--- src/rtl/r2fft_pkg.sv ---
`default_nettype none
package r2fft_pkg;

  localparam int unsigned PointsDefault = 8;
  localparam int unsigned MaxLog2 = 6;
  localparam int unsigned SampleW = 16;
  localparam int unsigned BinW = 24;
  localparam int unsigned CoefW = 16;

  typedef struct packed {
    logic signed [SampleW-1:0] sample_re;
    logic signed [SampleW-1:0] sample_im;
  } sample_t;

  typedef struct packed {
    logic signed [BinW-1:0] bin_re;
    logic signed [BinW-1:0] bin_im;
    logic [5:0]             bin_index;
    logic                   frame_last;
  } bin_t;

  typedef enum logic [2:0] {
    ST_LOAD,
    ST_RD_LO,
    ST_RD_HI,
    ST_MUL,
    ST_WR,
    ST_EMIT_RD,
    ST_EMIT
  } fsm_e;

  typedef struct packed {
    logic       load_we;
    logic [5:0] load_addr;
    logic       rd_lo;
    logic       rd_hi;
    logic       mul;
    logic       wr;
    logic       emit_rd;
    logic       emit;
    logic [5:0] lo_addr;
    logic [5:0] hi_addr;
    logic [4:0] tw_idx;
    logic       last;
  } ctrl_t;

  // round(32768*cos(2*pi*m/64)), m = 0..31, saturated at +32767
  function automatic logic signed [CoefW-1:0] cos_lut(input logic [4:0] m);
    logic signed [CoefW-1:0] v;
    case (m)
      5'd0: v = 16'sd32767;   5'd1: v = 16'sd32610;   5'd2: v = 16'sd32138;
      5'd3: v = 16'sd31357;   5'd4: v = 16'sd30274;   5'd5: v = 16'sd28899;
      5'd6: v = 16'sd27246;   5'd7: v = 16'sd25330;   5'd8: v = 16'sd23170;
      5'd9: v = 16'sd20788;   5'd10: v = 16'sd18205;  5'd11: v = 16'sd15447;
      5'd12: v = 16'sd12540;  5'd13: v = 16'sd9512;   5'd14: v = 16'sd6393;
      5'd15: v = 16'sd3212;   5'd16: v = 16'sd0;      5'd17: v = -16'sd3212;
      5'd18: v = -16'sd6393;  5'd19: v = -16'sd9512;  5'd20: v = -16'sd12540;
      5'd21: v = -16'sd15447; 5'd22: v = -16'sd18205; 5'd23: v = -16'sd20788;
      5'd24: v = -16'sd23170; 5'd25: v = -16'sd25330; 5'd26: v = -16'sd27246;
      5'd27: v = -16'sd28899; 5'd28: v = -16'sd30274; 5'd29: v = -16'sd31357;
      5'd30: v = -16'sd32138; 5'd31: v = -16'sd32610;
      default: v = 16'sd0;
    endcase
    return v;
  endfunction

  function automatic logic signed [CoefW-1:0] sin_lut(input logic [4:0] m);
    logic [4:0] d;
    d = (m <= 5'd16) ? 5'(5'd16 - m) : 5'(m - 5'd16);
    return cos_lut(d);
  endfunction

endpackage
`default_nettype wire

--- src/rtl/r2fft_ctrl.sv ---
`default_nettype none
module r2fft_ctrl #(
  parameter int unsigned POINTS = r2fft_pkg::PointsDefault
) (
  input  wire logic           clk_i,
  input  wire logic           rst_ni,
  input  wire logic           start_i,
  output r2fft_pkg::ctrl_t    ctrl_o,
  output logic                busy_o
);
  import r2fft_pkg::*;

  localparam int unsigned LogN = $clog2(POINTS);
  localparam int unsigned AW = (LogN < 1) ? 1 : LogN;

  fsm_e state_q, state_d;
  logic [AW-1:0] load_cnt_q, load_cnt_d;
  logic [2:0]    stage_q, stage_d;    // stage number minus one
  logic [AW-1:0] bfly_q, bfly_d;      // butterfly index within a stage
  logic [AW-1:0] emit_q, emit_d;

  logic [AW-1:0] rev;
  logic [AW:0]   half, mask_lo, pos;
  logic [AW:0]   lo_full, j;
  logic          load_done, bfly_done, stage_done, emit_done;

  always_comb begin
    rev = '0;
    for (int i = 0; i < LogN; i++) rev[LogN-1-i] = load_cnt_q[i];
  end

  // butterfly b in stage s: j = b mod half, group = b div half, lo = group*span + j
  always_comb begin
    half    = (AW+1)'(1) << stage_q;
    mask_lo = half - (AW+1)'(1);
    j       = {1'b0, bfly_q} & mask_lo;
    pos     = (({1'b0, bfly_q} & ~mask_lo) << 1);
    lo_full = pos | j;
  end

  assign load_done  = (load_cnt_q == AW'(POINTS - 1));
  assign bfly_done  = (bfly_q == AW'(POINTS / 2 - 1));
  assign stage_done = (stage_q == 3'(LogN - 1));
  assign emit_done  = (emit_q == AW'(POINTS - 1));

  always_comb begin
    state_d    = state_q;
    load_cnt_d = load_cnt_q;
    stage_d    = stage_q;
    bfly_d     = bfly_q;
    emit_d     = emit_q;
    case (state_q)
      ST_LOAD: if (start_i) begin
        load_cnt_d = load_done ? '0 : AW'(load_cnt_q + 1'b1);
        if (load_done) begin
          state_d = ST_RD_LO;
          stage_d = '0;
          bfly_d  = '0;
        end
      end
      ST_RD_LO: state_d = ST_RD_HI;
      ST_RD_HI: state_d = ST_MUL;
      ST_MUL:   state_d = ST_WR;
      ST_WR: begin
        if (bfly_done) begin
          bfly_d = '0;
          if (stage_done) begin
            state_d = ST_EMIT_RD;
            emit_d  = '0;
          end else begin
            stage_d = 3'(stage_q + 1'b1);
            state_d = ST_RD_LO;
          end
        end else begin
          bfly_d  = AW'(bfly_q + 1'b1);
          state_d = ST_RD_LO;
        end
      end
      ST_EMIT_RD: state_d = ST_EMIT;
      ST_EMIT: begin
        if (emit_done) state_d = ST_LOAD;
        else begin
          emit_d  = AW'(emit_q + 1'b1);
          state_d = ST_EMIT_RD;
        end
      end
      default: state_d = ST_LOAD;
    endcase
  end

  always_comb begin
    ctrl_o = '0;
    ctrl_o.load_addr = 6'(rev);
    ctrl_o.lo_addr   = 6'(lo_full + half);
    ctrl_o.hi_addr   = 6'(lo_full);
    // twiddle index m = j * (64 >> s)
    ctrl_o.tw_idx    = 5'((6'(j) << (3'd5 - stage_q)));
    ctrl_o.last      = emit_done;
    busy_o = (state_q != ST_LOAD);
    case (state_q)
      ST_LOAD:    ctrl_o.load_we = start_i;
      ST_RD_LO:   ctrl_o.rd_lo   = 1'b1;
      ST_RD_HI:   ctrl_o.rd_hi   = 1'b1;
      ST_MUL:     ctrl_o.mul     = 1'b1;
      ST_WR:      ctrl_o.wr      = 1'b1;
      ST_EMIT_RD: begin
        ctrl_o.emit_rd = 1'b1;
        ctrl_o.hi_addr = 6'(emit_q);
      end
      ST_EMIT: begin
        ctrl_o.emit    = 1'b1;
        ctrl_o.hi_addr = 6'(emit_q);
      end
      default: ctrl_o = '0;
    endcase
  end

  always_ff @(posedge clk_i or negedge rst_ni) begin
    if (!rst_ni) begin
      state_q    <= ST_LOAD;
      load_cnt_q <= '0;
      stage_q    <= '0;
      bfly_q     <= '0;
      emit_q     <= '0;
    end else begin
      state_q    <= state_d;
      load_cnt_q <= load_cnt_d;
      stage_q    <= stage_d;
      bfly_q     <= bfly_d;
      emit_q     <= emit_d;
    end
  end

  a_load_idle: assert property (@(posedge clk_i) disable iff (!rst_ni)
    ctrl_o.load_we |-> !busy_o) else $error("load while busy");
  a_emit_after_rd: assert property (@(posedge clk_i) disable iff (!rst_ni)
    ctrl_o.emit |-> $past(ctrl_o.emit_rd)) else $error("emit without read");
  a_frame_start: assert property (@(posedge clk_i) disable iff (!rst_ni)
    (state_q == ST_LOAD && start_i && load_done) |=> (state_q == ST_RD_LO && stage_q == 3'd0))
    else $error("frame did not start transform");
endmodule
`default_nettype wire

--- config.mk ---
export PLATFORM = sky130hd
export DESIGN_NAME = r2fft_ctrl
export DESIGN_NICKNAME = d
export VERILOG_FILES = /design/src/rtl/r2fft_pkg.sv /design/src/rtl/r2fft_ctrl.sv
export SDC_FILE = /design/constraint.sdc
export NUM_CORES = 1
export LEC_CHECK = 0
export BUFFER_PORTS_ARGS = -buffer_cell sky130_fd_sc_hd__buf_2
export CAP_MARGIN = 20
export CORE_UTILIZATION = 53
export DETAILED_ROUTE_END_ITERATION = 16
export PLACE_DENSITY_LB_ADDON = 0.08
export SLEW_MARGIN = 10
export SYNTH_ARGS = -nofsm -noshare
export SYNTH_HDL_FRONTEND = slang
export SYNTH_SLANG_ARGS = --single-unit
--- constraint.sdc ---
create_clock -name clk_i -period 3.93 [get_ports clk_i]
set_clock_uncertainty 0.2 [all_clocks]
set_input_delay 0.786 -clock clk_i [delete_from_list [all_inputs] [get_ports clk_i]]
set_output_delay 0.786 -clock clk_i [all_outputs]
set_load 0.01 [all_outputs]
# Yosys cells after proc, flatten, opt, wreduce, memory -nomap -nowiden
# Cells that the tools add are included.
# Widths: inputs -> output; s select.
[word_totals] ff_bits=15 latch_bits=0 ramBits=0 rom_bits=0 inputBits=3 out_inout_bits=32 word_cells=75 n_memories=0
[op_classes] n_addsub=7 n_mul=0 div_mod_pow=0 magnitude_cmp=0 eq_ne=16 shifts=2 mux=29 n_bitwise=4 reduce_logical=12
[ops] operator="$mux 3" count=15
[ops] operator="$pmux 3 s7" count=1
[ops] operator="$pmux 3 s2" count=3
[ops] operator="$eq 3x3->1 const B" count=5
[ops] operator="$add 3x1->3 const B" count=4
[ops] operator="$eq 3x2->1 const B" count=4
[ops] operator="$ne 2x2->1 const B" count=6
[ops] operator="$pmux 4 s2" count=1
[ops] operator="$mux 1" count=7
[ops] operator="$reduce_or 7->1" count=1
[ops] operator="$mux 6" count=1
[ops] operator="$add 4x4->5" count=1
[ops] operator="$mux 5" count=1
[ops] operator="$reduce_and 5->1" count=1
[ops] operator="$reduce_or 5->1" count=1
[ops] operator="$shl 4x3->5" count=1
[ops] operator="$and 3x4->4" count=1
[ops] operator="$or 4x4->4" count=1
[ops] operator="$reduce_and 2->1" count=2
[ops] operator="$reduce_and 4->1" count=1
[ops] operator="$reduce_bool 2->1" count=2
[ops] operator="$shl 1x3->4 const A" count=1
[ops] operator="$sub 4x1->4 const B" count=1
[ops] operator="$and 3x3->3" count=1
[ops] operator="other kinds (7)" count=7

# Logic depth before layout (Yosys ltp)
[depth] ltp_word=7 depth_mapped=11 depth_no_buf=9

# Worst setup path after synthesis
# No wires, ideal clock.
[synth_path] kind="register to output" from="register stage_q[0]" to="output ctrl_o[14] in the netlist's numbering" arrival_ps=2554 required_ps=2944 slack_ps=390 stages_incl_launch_ff=11 n_path_buf=2 cell_sequence="dfrtp_1 > clkbuf_1 > inv_1 > ha_1 > buf_2 > a21o_1 > a221o_1 > a21o_1 > ha_1 > or3_1 > and3_1"
[synth_rtl] item="start: declaration" line_no="r2fft_ctrl.sv:18" text="logic [2:0] stage_q, stage_d;"
[synth_rtl] item="start signal: assignment" line_no="r2fft_ctrl.sv:128" text="stage_q <= stage_d;"
[synth_rtl] item="end: declaration" line_no="r2fft_ctrl.sv:8" text="output r2fft_pkg::ctrl_t ctrl_o,"

==> flow_summary_export.csv <==
group,metric,value,unit
power,internal_power,0.599,mW
sta,final.period_utilization,96.1,%
sta,max_freq,0.265,GHz
worst_setup_path,end_kind,"primary output",
place,port_buffers,28,
sta,timing.final.ws_setup,0.152,ns
sta,grt_setup_unrepaired,"false",
clocking,path_clk_slew,0.09,ns
clocking,cts_buffers,3,
worst_setup_path,ff2ff_setup_slack,1.80,ns
sta,setup_violations,0,
synthesis,syn-cell-area,0.00142,sq mm
power,clkPwrFrac,7.6,%
drt,drt_first_pass_iters,4,
worst_setup_path,critPathMaxStageDelay,0.44,ns
grt,overflow,0,
worst_setup_path,critical_path_class,"reg2out",
place,place_congestion,0.901,
die,fp-row-count,18,
die,die_y,53.8,um
power,cellPowerDensity,734,mW/mm^2
clocking,cts_max_level,1,
clocking,root_buffer,"clkbuf_4",
sta,fin_crit,3.78,ns
grt,antenna_found_initial,0,
finish,drive_above_1_share,23.0,%
worst_setup_path,arrival,2.79,ns
synthesis,ys_types,55,
drt,drc,0,
worst_setup_path,crit_slowest_cell,"dfrtp_2",
grt,grt_max_degree,20,
clocking,hold_buffers,0,
power,leakagePower,0.816,nW
synthesis,synth-seq-cells,15,
sta,hold_viol_final,0,
synthesis,ys_warn_count,0,
worst_setup_path,worst_ep_required_time,2.94,ns
worst_setup_path,critPathMostFrequentCell,"a21o_1",
power,peakVddDrop,0.000477,V
worst_setup_path,worstPathMaxFanout,8,
clocking,clk-insertion-delay-late,0.28,ns
die,core,0.00250,sq mm
die,boundaryPins,35,
grt,grt_util_all_layers,23.7,%
drt,routed_wirelength,3.18,mm
drt,vias,1315,
die,dieArea,0.00289,sq mm
synthesis,yosysSeqAreaShare,26.4,%
worst_setup_path,crit_chain,"inv_1, ha_2, a21o_1, a221o_1, a21o_1, ha_1, or3_1, and3_1, buf_2",
drt,drtIter0Drc,36,
outcome,status,"finished clean",
grt,grt_pass1_vias,1039,
grt,grt_pass1_wl,4.95,mm
clocking,cts_tree,"built",
die,fp.dieW,53.8,um
power,p_sw_share,48.2,%
synthesis,syn_area_per_cell,8.16,sq um
finish,antenna-diode-count,0,
finish,nNetsFinal,213,
synthesis,synth_cells,174,
sta,worst_pin_slew,0.576,ns
power,combinationalPowerShare,64.1,%
synthesis,synth_ff_type,"dfrtp_1",
drt,routedWlPerCell,14.1,um
clocking,cts_buffer_depth,2,
sta,relSlewSlack,61.6,%
place,post-place-ws,0.276,ns
finish,multi_input_area,948,sq um
synthesis,async_flop_share,100,%
drt,via_per_inst,5.82,
power,seqPwrFrac,28.3,%
clocking,clock-sinks,15,
run,drv_cap,0,
sta,drv_slew,0,
power,switchingPower,0.558,mW
worst_setup_path,cp-start-kind,"flop",
finish,seq_area,378,sq um
die,start_util,56.8,%
place,dp_hpwl,2.36,mm
sta,setup_tns,0,ns
worst_hold_path,hold_class,"in2async",
finish,fillers,223,
finish,area_delta_synth_final,11.0,%
synthesis,synth-edff-count,0,
drt,postRouteAntennaNets,0,
-- synthesized netlist by cell type, types with 3 or more instances --
cell type  number  area, sq um
nand2b_1        3         18.8
inv_1           6         22.5
o21ai_1         5         25.0
ha_1           13          163
a22o_1          7         61.3
clkbuf_1        8         30.0
nor2_1         20         75.1
or2_1           3         18.8
nand3_1         3         15.0
buf_2           3         15.0
and2_1          6         37.5
and3_1          5         31.3
dfrtp_1        15          375
o21ai_0         3         15.0
nor2b_1         4         25.0
a21oi_1         7         35.0
buf_4           6         45.0
nand2_1        11         41.3
-- per-stage QoR --
| step | instances | instance area [sq um] | utilization (%) | power [mW] | hold WS [ns] |
|---|---|---|---|---|---|
| global route | 226 | 1580 | 63.1 | 1.27 | 0.207 |
| floorplan | 180 | 1440 | - | 0.855 | 0.279 |
| detailed placement | 221 | 1530 | 61.4 | 1.05 | 0.307 |
| finish | 226 | 1580 | 63.1 | 1.16 | 0.190 |
| global placement | 221 | 1530 | 61.4 | 1.03 | 0.295 |
| CTS | 225 | 1560 | 62.5 | 1.15 | 0.200 |
-- final cells by class --
type                       instances  share of cell area [%]
sequential                        15                    24.0
multi-input combinational        139                    60.2
clock buffer                       3                    1.43
tap                               30                    2.38
inverter                           8                    1.90
timing repair buffer              30                    9.84
clock inverter                     1                   0.317
-- power groups by stage --
stage / registers (mW) / clock network [mW] / logic, mW
after global placement: 0.323 / 0 / 0.709
after CTS: 0.325 / 0.0903 / 0.731
after global routing: 0.342 / 0.0992 / 0.834
after floorplan: 0.268 / 0 / 0.587
after detailed placement: 0.328 / 0 / 0.726
final: 0.328 / 0.0875 / 0.742
-- cells by family (layout without fill, tap and decap cells) --
logic type                 count (synthesis)  in the layout  share of synthesized area (%)
muxes                                      5              5                           4.14
AOI/OAI and AO/OA                         44             44                           22.8
and+or+nand+nor                           67             67                           24.3
buffers and inverters                     26             42                           8.72
xor gates and xnor gates                   3              3                           1.85
DFF                                       15             15                           26.4
other                                      1              7                          0.264
adders and majority gates                 13             13                           11.5
-- metal layers --
metal	vias to the layer above	part of all wire [%]	track usage [%]
met2	36	46	37.7
met5	-	0	0
li1	659	-	-
met1	618	49	33.6
met4	0	0.31	2.63
met3	2	5.1	5.08
-- sequential cells by signal, summed over array words and instances, names as in the netlist --
register / flops
bfly_q: 3
emit_q: 3
load_cnt_q: 3
stage_q: 3
state_q: 3
-- repair_timing --
item	CTS	global route
endpoints found under the setup margin	1	2
resized for setup	1	3
endpoints found under the hold margin	0	0
buffers inserted	0	1
-- worst max-delay path: cells and delay by family (launching register included) --
family          cells  cell delay, ns
fa+ha+maj           2            0.55
simple gates        2            0.52
compound gates      3            0.72
buf+inv             2            0.27
flops               1            0.44
-- layout by cell type, fill, tap and decap left out, drive strengths merged, types with 2 or more instances in the layout --
master  instances
mux2            4
ha             13
a21oi           7
and3            5
buf            30
o21ai           8
a21o            2
a22o            7
conb            7
dfrtp          15
o22ai           2
nor3            2
or2             3
nor2           21
a31oi           2
nor2b           4
or3             2
o21a            2
inv             8
clkbuf          3
nand3           3
nand2          11
xor2            2
nand2b          4
and2            6
-- worst paths after layout --
path | start | cells after the start | endpoint
worst max-delay path | stage_q[1] | 9 | ctrl_o[14]
worst min-delay path | rst_ni | 1 | state_q[1]
worst max register to register | state_q[2] | 4 | emit_q[0]
worst min register to register | load_cnt_q[2] | 1 | load_cnt_q[2]
max in group asynchronous | rst_ni | 1 | stage_q[1]
min in group clk_i | load_cnt_q[2] | 1 | load_cnt_q[2]
No activity file was read; power rests on OpenSTA's default activity.
